[src/rtl/core/pih_pkg.sv]
// pih_pkg: shared types and constants for the content index hash table
// field widths, command and status codes, configuration register indexes
// no dependencies
package pih_pkg;

    localparam int DIGEST_BITS     = 64;
    localparam int DIGEST_LOW_BITS = 32;
    localparam int SIZE_BITS       = 48;
    localparam int SLOT_PORT_BITS  = 10;
    localparam int TABLE_SIZE_BITS = 11;
    localparam int CFG_DATA_BITS   = 48;
    localparam int RADIX_BITS      = 2;

    typedef logic [1:0] status_t;
    localparam status_t STATUS_OK    = 2'd0;
    localparam status_t STATUS_FULL  = 2'd1;
    localparam status_t STATUS_RANGE = 2'd2;

    localparam logic CMD_INSERT = 1'b0;
    localparam logic CMD_READ   = 1'b1;

    localparam logic CFG_TABLE_SIZE  = 1'b0;
    localparam logic CFG_BASE_OFFSET = 1'b1;

endpackage

[src/rtl/core/pih_mod_unit.sv]
// pih_mod_unit: 64-bit remainder by a narrow divisor, two quotient bits a cycle
// restoring compare and subtract on a remainder as wide as the divisor
// depends on pih_pkg
module pih_mod_unit
    import pih_pkg::*;
#(
    parameter int CNT_BITS = 11
)
(
    input  logic                   clk,
    input  logic                   rst_n,
    input  logic                   start,
    input  logic [DIGEST_BITS-1:0] dividend,
    input  logic [CNT_BITS-1:0]    divisor,
    output logic                   done,
    output logic [CNT_BITS-1:0]    remainder
);

    localparam int STEPS     = DIGEST_BITS / RADIX_BITS;
    localparam int STEP_BITS = $clog2(STEPS);

    logic [DIGEST_BITS-1:0] dividend_reg, dividend_next;
    logic [CNT_BITS-1:0]    divisor_reg, divisor_next;
    logic [CNT_BITS-1:0]    rem_reg, rem_next;
    logic [STEP_BITS-1:0]   cnt_reg, cnt_next;
    logic                   busy_reg, busy_next;
    logic                   done_reg, done_next;
    logic [CNT_BITS-1:0]    rem_step;

    // two dependent compare-subtract steps on narrow values
    always_comb
    begin
        logic [CNT_BITS:0] trial;
        logic [CNT_BITS-1:0] r;
        r = rem_reg;
        for (int i = 0; i < RADIX_BITS; i++)
        begin
            trial = {r, dividend_reg[DIGEST_BITS-1-i]};
            if (trial >= {1'b0, divisor_reg})
            begin
                trial = trial - {1'b0, divisor_reg};
            end
            r = trial[CNT_BITS-1:0];
        end
        rem_step = r;
    end

    always_comb
    begin
        dividend_next = dividend_reg;
        divisor_next  = divisor_reg;
        rem_next      = rem_reg;
        cnt_next      = cnt_reg;
        busy_next     = busy_reg;
        done_next     = 1'b0;
        if (start)
        begin
            dividend_next = dividend;
            divisor_next  = divisor;
            rem_next      = '0;
            cnt_next      = '0;
            busy_next     = 1'b1;
        end
        else if (busy_reg)
        begin
            dividend_next = dividend_reg << RADIX_BITS;
            rem_next      = rem_step;
            cnt_next      = cnt_reg + 1'b1;
            if (cnt_reg == STEP_BITS'(STEPS - 1))
            begin
                busy_next = 1'b0;
                done_next = 1'b1;
            end
        end
    end

    always_ff @(posedge clk or negedge rst_n)
    begin
        if (!rst_n)
        begin
            dividend_reg <= '0;
            divisor_reg  <= '0;
            rem_reg      <= '0;
            cnt_reg      <= '0;
            busy_reg     <= 1'b0;
            done_reg     <= 1'b0;
        end
        else
        begin
            dividend_reg <= dividend_next;
            divisor_reg  <= divisor_next;
            rem_reg      <= rem_next;
            cnt_reg      <= cnt_next;
            busy_reg     <= busy_next;
            done_reg     <= done_next;
        end
    end

    assign done      = done_reg;
    assign remainder = rem_reg;

endmodule
[config.mk]
export PLATFORM = sky130hd
export DESIGN_NAME = pih_mod_unit
export DESIGN_NICKNAME = d
export VERILOG_FILES = /design/src/rtl/core/pih_pkg.sv /design/src/rtl/core/pih_mod_unit.sv
export SDC_FILE = /design/constraint.sdc
export NUM_CORES = 1
export LEC_CHECK = 0
export BUFFER_PORTS_ARGS = -buffer_cell sky130_fd_sc_hd__buf_2
export CELL_PAD_IN_SITES_DETAIL_PLACEMENT = 0
export CELL_PAD_IN_SITES_GLOBAL_PLACEMENT = 1
export CORE_AREA = 2 2 118 120
export CTS_BUF_LIST = sky130_fd_sc_hd__clkbuf_8
export DETAILED_ROUTE_END_ITERATION = 7
export DIE_AREA = 0 0 120 122
export GPL_TIMING_DRIVEN = 0
export PLACE_DENSITY_LB_ADDON = 0.1
export SLEW_MARGIN = 20
export SYNTH_ARGS = -nofsm -noshare
export SYNTH_HDL_FRONTEND = slang
export SYNTH_SLANG_ARGS = --single-unit
[constraint.sdc]
create_clock -name clk -period 4.3 [get_ports clk]
set_input_delay 0.86 -clock clk [delete_from_list [all_inputs] [get_ports clk]]
set_output_delay 0.86 -clock clk [all_outputs]
set_load 0.1 [all_outputs]
==> results.md, run 1 <==
- Num CTS Buffers: 9
- Mux contribution to synthesized area: between 10% and 20%
- Placed Cells: around 830
- Crit-path cells: inv_1 > ha_1 > fa_2 > nand2b_4 > a21oi_4 > o2111ai_4 > nand2_4 > buf_4 > mux2_2 > ha_4 > nand4_1 > nor4_4 > a2111oi_4 > buf_4 > o2bb2ai_4 > o221ai_1 > a311oi_2
- Top Layer Used: met4
- Design area: 6760 sq um
- Static Leak: ~0.0034 uW
- Kind of cell adding the most delay to the critical path: compound AO/OA/AOI/OAI gates
- Met2 wire len: about 7000 um
- Sequential area share after synthesis: 43.2%
- Worst path slowest cell: dfrtp_1
- Number of I/O port buffers: between 80 and 90
- Min cycle time layout: slightly above 4 ns
- Max reg flops: 64
- Worst Path Max Fanout: 6
- Xor/xnor cell area share of the yosys netlist: around 2.8%
- Max-Cap Viols: 0
- Vias: between 4,000 and 5,000
- Num Clock Sinks: 93
- Slew headroom: between 30% and 40%
- Placed inst area: between 6000 and 7000 sq um
- Maximum vdd drop: about 0.33 mV
- Clk_skew: 0.00967 ns
- Mean Syn Cell Area: 9.53 sq um
- RR Startpoint: dividend_reg[63]
- RePlAce Congestion: between 0.8 and 0.9
- EDFF count, synth: 0
- Netlist cell types: 51
- Die area: 14,600 sq um
- Largest stage delay on the critical path: 0.38 ns
- Sum of buffers and inverters on the critical path: 3
- Met3 wire len: 521 um
- Initial core utilization: between 30 and 40%
- Final ANT Viol Nets: 0
- Post-Syn Instances: between 500 and 600
- Non-filler instance count after layout: slightly below 900
- GRT Util Overall: 20.1%
- Die Y: ~120 um
- Core ar.: between 10,000 and 15,000 sq um
- Crit Path Class: reg -> reg
- R2r setup slk: 0.18 ns
- Worst-Skew Late Latency: 0.37 ns
- Initial DRC count: between 150 and 200
- Adder-Cell Fraction of Synth Area: 6.32%
- Final setup fails: 0
- Most frequent cells in the layout: o21ai_0 (90), nand2_1 (90), buf_2 (87)
- P&R area growth vs syn: 25.6%
- RSZ-0062 raised after global routing: true
- Drt drc: 0
- WL met1: 6320 um
- Post-Synth Simple-Gate Area: 13.1%
- Share of cells above drive strength 1: a little over a quarter
- # nets final: a little under 800
- Synthesized area: between 5000 and 6000 sq um
- Levels on crit path: 17
- Post-Place Worst Slack: -0.449 ns
- Critical R2R Capture: remainder[6]
- Outcome: complete, no violations
- R2R depth: 17
- Congestion Overflow GR: 0
- Yosys warns: 0
- CP most frequent cell: buf_4
- Avg WL per Cell: between 15 and 20 um
- Compound-cell area share of the yosys netlist: a little under a fifth
- WP data required: around 4.6 ns
- Critical path endpoint category: flip-flop
- Worst EP arrival: between 4 and 5 ns
- Worst Tran Pin Value: 1.02 ns
- First-pass GRT wire length: ~23,000 um
- Fin Setup TNS: 0 ns
- Largest net degree at the start of global routing: between 40 and 50
- DR pass1 iterations: 4
- HP Class: in -> async
- Power density over cell area: ~730 nW/um^2
- #FFs+latches synth: between 90 and 100
- Antenna violations before repair: 1
- CTS clk-pin slew, worst paths: 0.10 ns
- Vias in the first global route: between 4,000 and 5,000
- Max-slew violations: 0
- CTS Buffer Depth: 2
- Max Clock Freq: roughly 240 MHz
- Synth Flop Type: dfrtp_1
- Mapped Nets: 669
- Final WS setup: between 0.15 and 0.2 ns
- Final wirelength: about 14,000 um
- Post-DR vias/cell: 5.21
- Post-synth ARST share: 100%
- Part of the cycle the worst path needs: 95.9%
- Number of H-tree levels: 3
- I/O Pins: 90
- HPWL after detailed placement: 10,300 um
- Largest family of logic cells by synthesized area: compound AO/OA/AOI/OAI gates
- Fin. Hold Viols: 0
- Die X: between 100 and 150 um
- CTS tree: done
- Root Buffer: clkbuf_8
- CP Launch Type: flip-flop
- FP Rows: 43
[cell type report]
cell class / count / area, sq um
antenna: 1 / 2.50
buffer: 29 / 124
clock buffer: 11 / 151
clock inverter: 5 / 58.8
fill: 1337 / 6740
inverter: 19 / 71.3
multi-input combinational: 425 / 3160
sequential: 93 / 2350
tap: 180 / 225
timing repair buffer: 107 / 622
[repair_timing]
item                                    in CTS  in global routing
pin swaps                                    6                 14
buffers inserted                             6                 12
hold buffers                                 0                  0
endpoints found under the setup margin      11                 11
cloned                                       0                  1
gates resized for setup                     13                 39
[synthesized netlist by cell type (3+ instances only)]
library cell | n | area (sq um)
nand2b_1 | 3 | 18.8
nand2_1 | 92 | 345
o211a_1 | 3 | 30.0
inv_1 | 19 | 71.3
o2111ai_1 | 3 | 26.3
buf_1 | 8 | 30.0
ha_1 | 24 | 300
clkbuf_1 | 19 | 71.3
nand4_1 | 4 | 25.0
mux2i_1 | 65 | 651
nand3_1 | 7 | 35.0
a21o_1 | 4 | 30.0
a311oi_1 | 8 | 70.1
nor2_1 | 27 | 101
nor3_1 | 7 | 35.0
o21ai_0 | 94 | 470
o211ai_1 | 4 | 30.0
nor4_1 | 4 | 25.0
xor2_1 | 8 | 70.1
dfrtp_1 | 93 | 2330
mux2_2 | 4 | 45.0
nor2b_1 | 3 | 18.8
or3_1 | 3 | 18.8
o21a_1 | 3 | 22.5
a21oi_1 | 15 | 75.1
xnor2_1 | 9 | 78.8
[worst max-delay path by stage]
stage	from	end	slack, ns
floorplan	remainder[0]	remainder[2]	0.03
global placement	remainder[8]	remainder[7]	-0.38
detailed placement	dividend_reg[63]	remainder[3]	-0.45
CTS	divisor_reg[0]	remainder[3]	0.03
global route	dividend_reg[63]	remainder[6]	-0.02
finish	dividend_reg[63]	remainder[6]	0.18
[through the flow]
stage | hold slack, ns | utilization [%] | power [uW]
floorplan | 0.493 | - | 2990
global placement | 0.514 | 45.1 | 3470
detailed placement | 0.531 | 45.3 | 3500
CTS | 0.416 | 47.7 | 4340
global route | 0.423 | 50.1 | 5220
finish | 0.407 | 50.1 | 4910
[report_power, final]
group	internal (uW)	leakage, uW	total, uW	switching [uW]
Clock	301	0.000102	624	323
Sequential	1000	0.00113	1100	97.1
Combinational	1370	0.00219	3190	1820
Total	2670	0.00342	4910	2240
[worst reg2reg max path, stage by stage (launching register included)]
cell and delay [ns]:
dfrtp_1 0.38, inv_1 0.05, ha_1 0.23, fa_2 0.36
nand2b_4 0.17, a21oi_4 0.19, o2111ai_4 0.20, nand2_4 0.20
buf_4 0.17, mux2_2 0.37, ha_4 0.31, nand4_1 0.15
nor4_4 0.35, a2111oi_4 0.09, buf_4 0.18, o2bb2ai_4 0.21
o221ai_1 0.17, a311oi_2 0.25
[cell families after synthesis]
group,count (synthesis)
AO/OA/AOI/OAI,151
flip-flops,93
AND/OR/NAND/NOR,161
XOR/XNOR,17
multiplexers,69
buffers and inverters,48
adder cells (fa/ha/maj),26
[layer usage]
layer / vias up / GRT usage [%]
met5: - / 0
met4: 0 / 9.71
met3: 32 / 2.90
met2: 93 / 34.1
met1: 2158 / 25.2
li1: 2247 / -
Note: power is estimated with default switching activity, not from simulation.
==> run 2: changes to the inputs <==
Settings changed: PLACE_DENSITY_LB_ADDON 0.1 to 0.15.
==> run 2 against run 1 <==
Compared with the run above: fmax down 3.0%; global-route usage down 0.050 points; largest cell class unchanged; first-iteration DRC count down 13%.
==> results.md, run 2 (synthesis gave the netlist of run 1 again) <==
- Outcome: complete, no violations
- CTS tree: done
- Most frequent cells in the layout: o21ai_0 (90), nand2_1 (90), buf_2 (87)
- Root Buffer: clkbuf_8
- Congestion Overflow GR: 0
- RR Startpoint: dividend_reg[63]
- Hold Buf Count CTS: 0
- Power Total: between 4000 and 5000 uW
- CP Launch Type: flip-flop
- CTS Buffer Depth: 2
- Max reg flops: between 60 and 70
- Antenna violations before repair: 0
- Post-DR vias/cell: 5.29
- Drt drc: 0
- Clk_skew: between 0.005 and 0.006 ns
- Fill count: about 1,300
- Initial core utilization: between 30% and 40%
- Final setup fails: 0
- I/O Pins: 90
- Power density over cell area: between 700 and 800 nW/um^2
- Crit Path Class: reg -> reg
- HPWL after detailed placement: ~10,000 um
- Fin Setup TNS: 0 ns
- P&R area growth vs syn: 25.0%
- Final ANT Viol Nets: 0
- Worst Tran Pin Value: 0.837 ns
- Slew headroom: about 44%
- Initial DRC count: about 140
- FP Rows: between 40 and 50
- Die X: approximately 120 um
- CP most frequent cell: buf_4
- Num CTS Buffers: 9
- # nets final: approximately 800
- Worst path slowest cell: dfrtp_1
- Hold_ws: approximately 0.34 ns
- Crit-path cells: inv_1 > ha_2 > fa_2 > nand2b_4 > a21oi_4 > o2111ai_4 > nand2_4 > buf_4 > mux2_2 > ha_4 > nor3_4 > o21ai_4 > a2111oi_4 > buf_6 > a2bb2oi_4 > buf_4 > nand3_1 > a311oi_1
- Fin. Hold Viols: 0
- Maximum vdd drop: approximately 0.28 mV
- Final wirelength: 14,300 um
- Max-slew violations: 0
- Largest net degree at the start of global routing: 69
- Max-Cap Viols: 0
- Share of cells above drive strength 1: a little over a quarter
- R2r setup slk: between 0.04 and 0.05 ns
- Part of the cycle the worst path needs: 98.9%
- Core ar.: about 14,000 sq um
- Avg WL per Cell: around 16 um
- Critical path endpoint category: flip-flop
- Number of H-tree levels: 3
- Min cycle time layout: around 4.3 ns
- Worst-Skew Late Latency: between 0.3 and 0.4 ns
- Worst Path Max Fanout: 6
- HP Class: in -> async
- DR pass1 iterations: 5
- # diodes: 0
- CTS clk-pin slew, worst paths: approximately 0.090 ns
- RSZ-0062 raised after global routing: true
- Num Clock Sinks: between 90 and 100
- GRT Util Overall: about a fifth
- First-pass GRT wire length: between 20,000 and 25,000 um
- Vias: approximately 4,600
- Max Clock Freq: 235 MHz
- RePlAce Congestion: about 0.90
- Kind of cell adding the most delay to the critical path: compound AO/OA/AOI/OAI gates
- WP data required: between 4 and 5 ns
- Die area: between 10,000 and 15,000 sq um
- Die Y: approximately 120 um
- Vias in the first global route: around 4,600
- Worst EP arrival: 4.52 ns
- Sum of buffers and inverters on the critical path: 4
- Largest stage delay on the critical path: 0.40 ns
- Number of I/O port buffers: about 90
- Static Leak: approximately 0.0034 uW
- Crit. Startpoint: dividend_reg[63]
[run 2: cell count changes in the layout (fill, tap and decap cells not counted), sizes merged]
| cell | previous run | this run |
|---|---|---|
| diode | 1 | 0 |
| clkinv | 2 | 1 |
| buf | 117 | 115 |
| clkbuf | 30 | 29 |
| clkinvlp | 2 | 0 |
| inv | 19 | 21 |
[run 2: routing by layer]
layer  GRT usage, %  part of all wire, %  up-vias
li1               -                    -     2245
met1           25.1                   43     2199
met2           34.1                   50      103
met3           2.72                  3.8       25
met4           10.0                  3.4        0
met5              0                    0        -
[run 2: path summary, 6_finish.rpt]
check / end / cells past startpoint
max: remainder[8] / 18
min: divisor_reg[7] / 1
max reg2reg: remainder[8] / 18
min reg2reg: remainder[2] / 1
max in group asynchronous: remainder[0] / 2
min in group clk: remainder[2] / 1
[run 2: where the power goes]
group          leakage [uW]  internal [uW]  switching [uW]
Combinational       0.00217           1400            1840
Clock              0.000101            274             294
Sequential          0.00113           1000            97.9
[run 2: cell type report]
cell class                 instances  area [sq um]  share of cell area [%]
inverter                          19          71.3                    1.06
clock buffer                      10           138                    2.04
clock inverter                     4          42.5                   0.632
multi-input combinational        425          3190                    47.3
timing repair buffer             105           598                    8.89
sequential                        93          2350                    34.9
tap                              180           225                    3.35
buffer                            29           120                    1.78
[run 2: metrics by stage]
step / worst slack [ns] / cell area, sq um / utilization, % / std cells
2_1_floorplan: 0.0260 / 5420 / - / 565
3_3_place_gp: -0.414 / 6090 / 45.1 / 833
3_5_place_dp: -0.457 / 6120 / 45.3 / 834
4_1_cts: 0.000226 / 6430 / 47.6 / 857
5_1_grt: -0.137 / 6730 / 49.8 / 865
6_report: 0.0475 / 6730 / 49.8 / 865
[run 2: what timing repair did]
action / CTS / global route
pin swaps: 9 / 18
endpoints found under the setup margin: 11 / 11
setup buffers: 9 / 7
gates cloned: 0 / 1
resized for setup: 12 / 43
==> run 3: changes to the inputs <==
Settings changed: BUFFER_PORTS_ARGS -buffer_cell sky130_fd_sc_hd__buf_2 to default, CORE_AREA 2 2 118 120 to 2 2 112 114, DIE_AREA 0 0 120 122 to 0 0 114 116, DONT_BUFFER_PORTS from default to 1, SETUP_SLACK_MARGIN from default to 0.15.
==> run 3 against run 2 <==
Compared with the run above: routed wire length shrank 3.1%; flip-flop and latch count is the same; core utilization is 3.6 points higher; clock power is 8.5% higher; first-iteration DRC count is 76% higher; global-route usage is 1.6 points higher; total power is 0.93% lower; critical endpoint is now remainder[6]; largest power group unchanged.
==> results.md, run 3 (synthesis gave the netlist of run 1 again) <==
- Final ANT Viol Nets: 0
- CTS tree: done
- Worst-Skew Late Latency: 0.36 ns
- Hold_ws: around 0.19 ns
- GRT Util Overall: between 20% and 30%
- I/O Pins: 90
- Core ar.: 11,900 sq um
- Vias: 4,276
- Final setup fails: 0
- Most frequent cells in the layout: o21ai_0 (90), nand2_1 (90), dfrtp_1 (81)
- Post-DR vias/cell: roughly 5.7
- Worst EP arrival: ~4.5 ns
- Power density over cell area: approximately 760 nW/um^2
- CTS Buffer Depth: 2
- P&R area growth vs syn: 18.3%
- Initial DRC count: roughly 250
- Outcome: complete, no violations
- Num CTS Buffers: 9
- DR pass1 iterations: 6
- Antenna violations before repair: 0
- Die area: ~13,000 sq um
- First-pass GRT wire length: 22,100 um
- FP Rows: 40
- Die Y: approximately 120 um
- Max reg flops: 64
- Maximum vdd drop: between 0.3 and 0.4 mV
- Non-filler instance count after layout: between 700 and 800
- Largest net degree at the start of global routing: between 90 and 100
- CTS clk-pin slew, worst paths: 0.09 ns
- Hold Buf Count CTS: 0
- # nets final: between 700 and 800
- Area of the multi-input gates: about 3200 sq um
- Static Leak: approximately 0.0031 uW
- Placed Cells: around 700
- CP Launch Type: flip-flop
- Vias in the first global route: roughly 4,400
- Fin Setup TNS: 0 ns
- Slew headroom: 39.6%
- # diodes: 0
- Critical path endpoint category: flip-flop
- Worst Path Max Fanout: 7
- Die X: approximately 110 um
- Crit Path Class: reg -> reg
- Root Buffer: clkbuf_8
- WP data required: between 4 and 5 ns
- Number of I/O port buffers: 0
- Max-Cap Viols: 0
- RePlAce Congestion: 0.841
- Fin. Hold Viols: 0
- RSZ-0062 raised after global routing: true
- Num Clock Sinks: a little over 90
- Drt drc: 0
- Worst Tran Pin Value: 0.905 ns
- Max Clock Freq: about 230 MHz
- Fill count: 1,111
- Part of the cycle the worst path needs: just under 100%
- Initial core utilization: ~45%
- Min cycle time layout: roughly 4.3 ns
- HPWL after detailed placement: around 9600 um
- HP Class: in -> async
- Number of H-tree levels: 3
- Final wirelength: about 14,000 um
- FF+latch area: approximately 2400 sq um
- Share of cells above drive strength 1: 18.3%
- Max-slew violations: 0
- Clk_skew: just over 0.008 ns
- Avg WL per Cell: around 18 um
- Congestion Overflow GR: 0
==> run 3: routing by layer <==
metal	wire (um)	GRT usage (%)	up-vias	share of wire (%)
met4	487	10.4	0	3.5
met3	750	4.81	38	5.4
li1	-	-	2086	-
met2	6830	37.4	113	49
met5	0	0	-	0
met1	5740	25.8	2039	42
==> run 3: area by class of cell <==
class / instances / area share [%]
clock buffers: 12 / 2.59
multi-input cells: 425 / 50.4
repair buffers: 24 / 3.08
well taps: 147 / 2.89
inverters: 19 / 1.16
clock inverters: 4 / 0.727
plain buffers: 29 / 1.94
flip-flops and latches: 93 / 37.2
==> run 3: report_power, final <==
group	leakage (uW)	total, uW	internal [uW]	switching (uW)
clock	0.000110	615	314	301
sequential	0.00113	1400	1010	396
combinational	0.00184	2840	1350	1490
==> run 3: worst paths after layout <==
kind / cells past startpoint / slack [ns] / from / endpoint
setup / recovery: 17 / 0.03 / remainder[6] / remainder[6]
hold / removal: 0 / 0.19 / rst_n / dividend_reg[46]
min in group clk: 2 / 0.53 / cnt_reg[4] / cnt_reg[4]
hold reg to reg: 2 / 0.53 / cnt_reg[4] / cnt_reg[4]
setup reg to reg: 17 / 0.03 / remainder[6] / remainder[6]
max in group asynchronous: 0 / 3.97 / rst_n / remainder[9]
==> run 3: critical path: stages (launching register included) <==
cell	delay, ns
dfrtp_4	0.64
ha_4	0.28
a21oi_4	0.15
nor3_4	0.07
a2111oi_4	0.48
nand2_4	0.12
buf_12	0.16
nor2_4	0.11
a21oi_2	0.05
fa_2	0.38
a21oi_4	0.16
o211a_1	0.25
o21ai_2	0.10
a2111oi_4	0.28
buf_4	0.21
a2bb2oi_4	0.31
nand3_1	0.12
a311oi_1	0.29
==> run 3: metrics by stage <==
stage	setup slack, ns	util [%]	power [uW]	instance area, sq um
global placement	-0.471	47.3	3410	5630
CTS	0.0971	52.8	4680	6290
floorplan	0.166	-	3030	5450
detailed placement	-0.594	47.3	3450	5630
global route	-0.0950	53.5	5130	6370
finish	0.0276	53.5	4860	6370
==> run 3: repair_timing <==
| item | in CTS | in global routing |
|---|---|---|
| setup buffers | 20 | 4 |
| pin swaps | 26 | 9 |
| gates cloned | 1 | 0 |
| gates resized for setup | 50 | 13 |
| setup endpoints to repair | 11 | 11 |
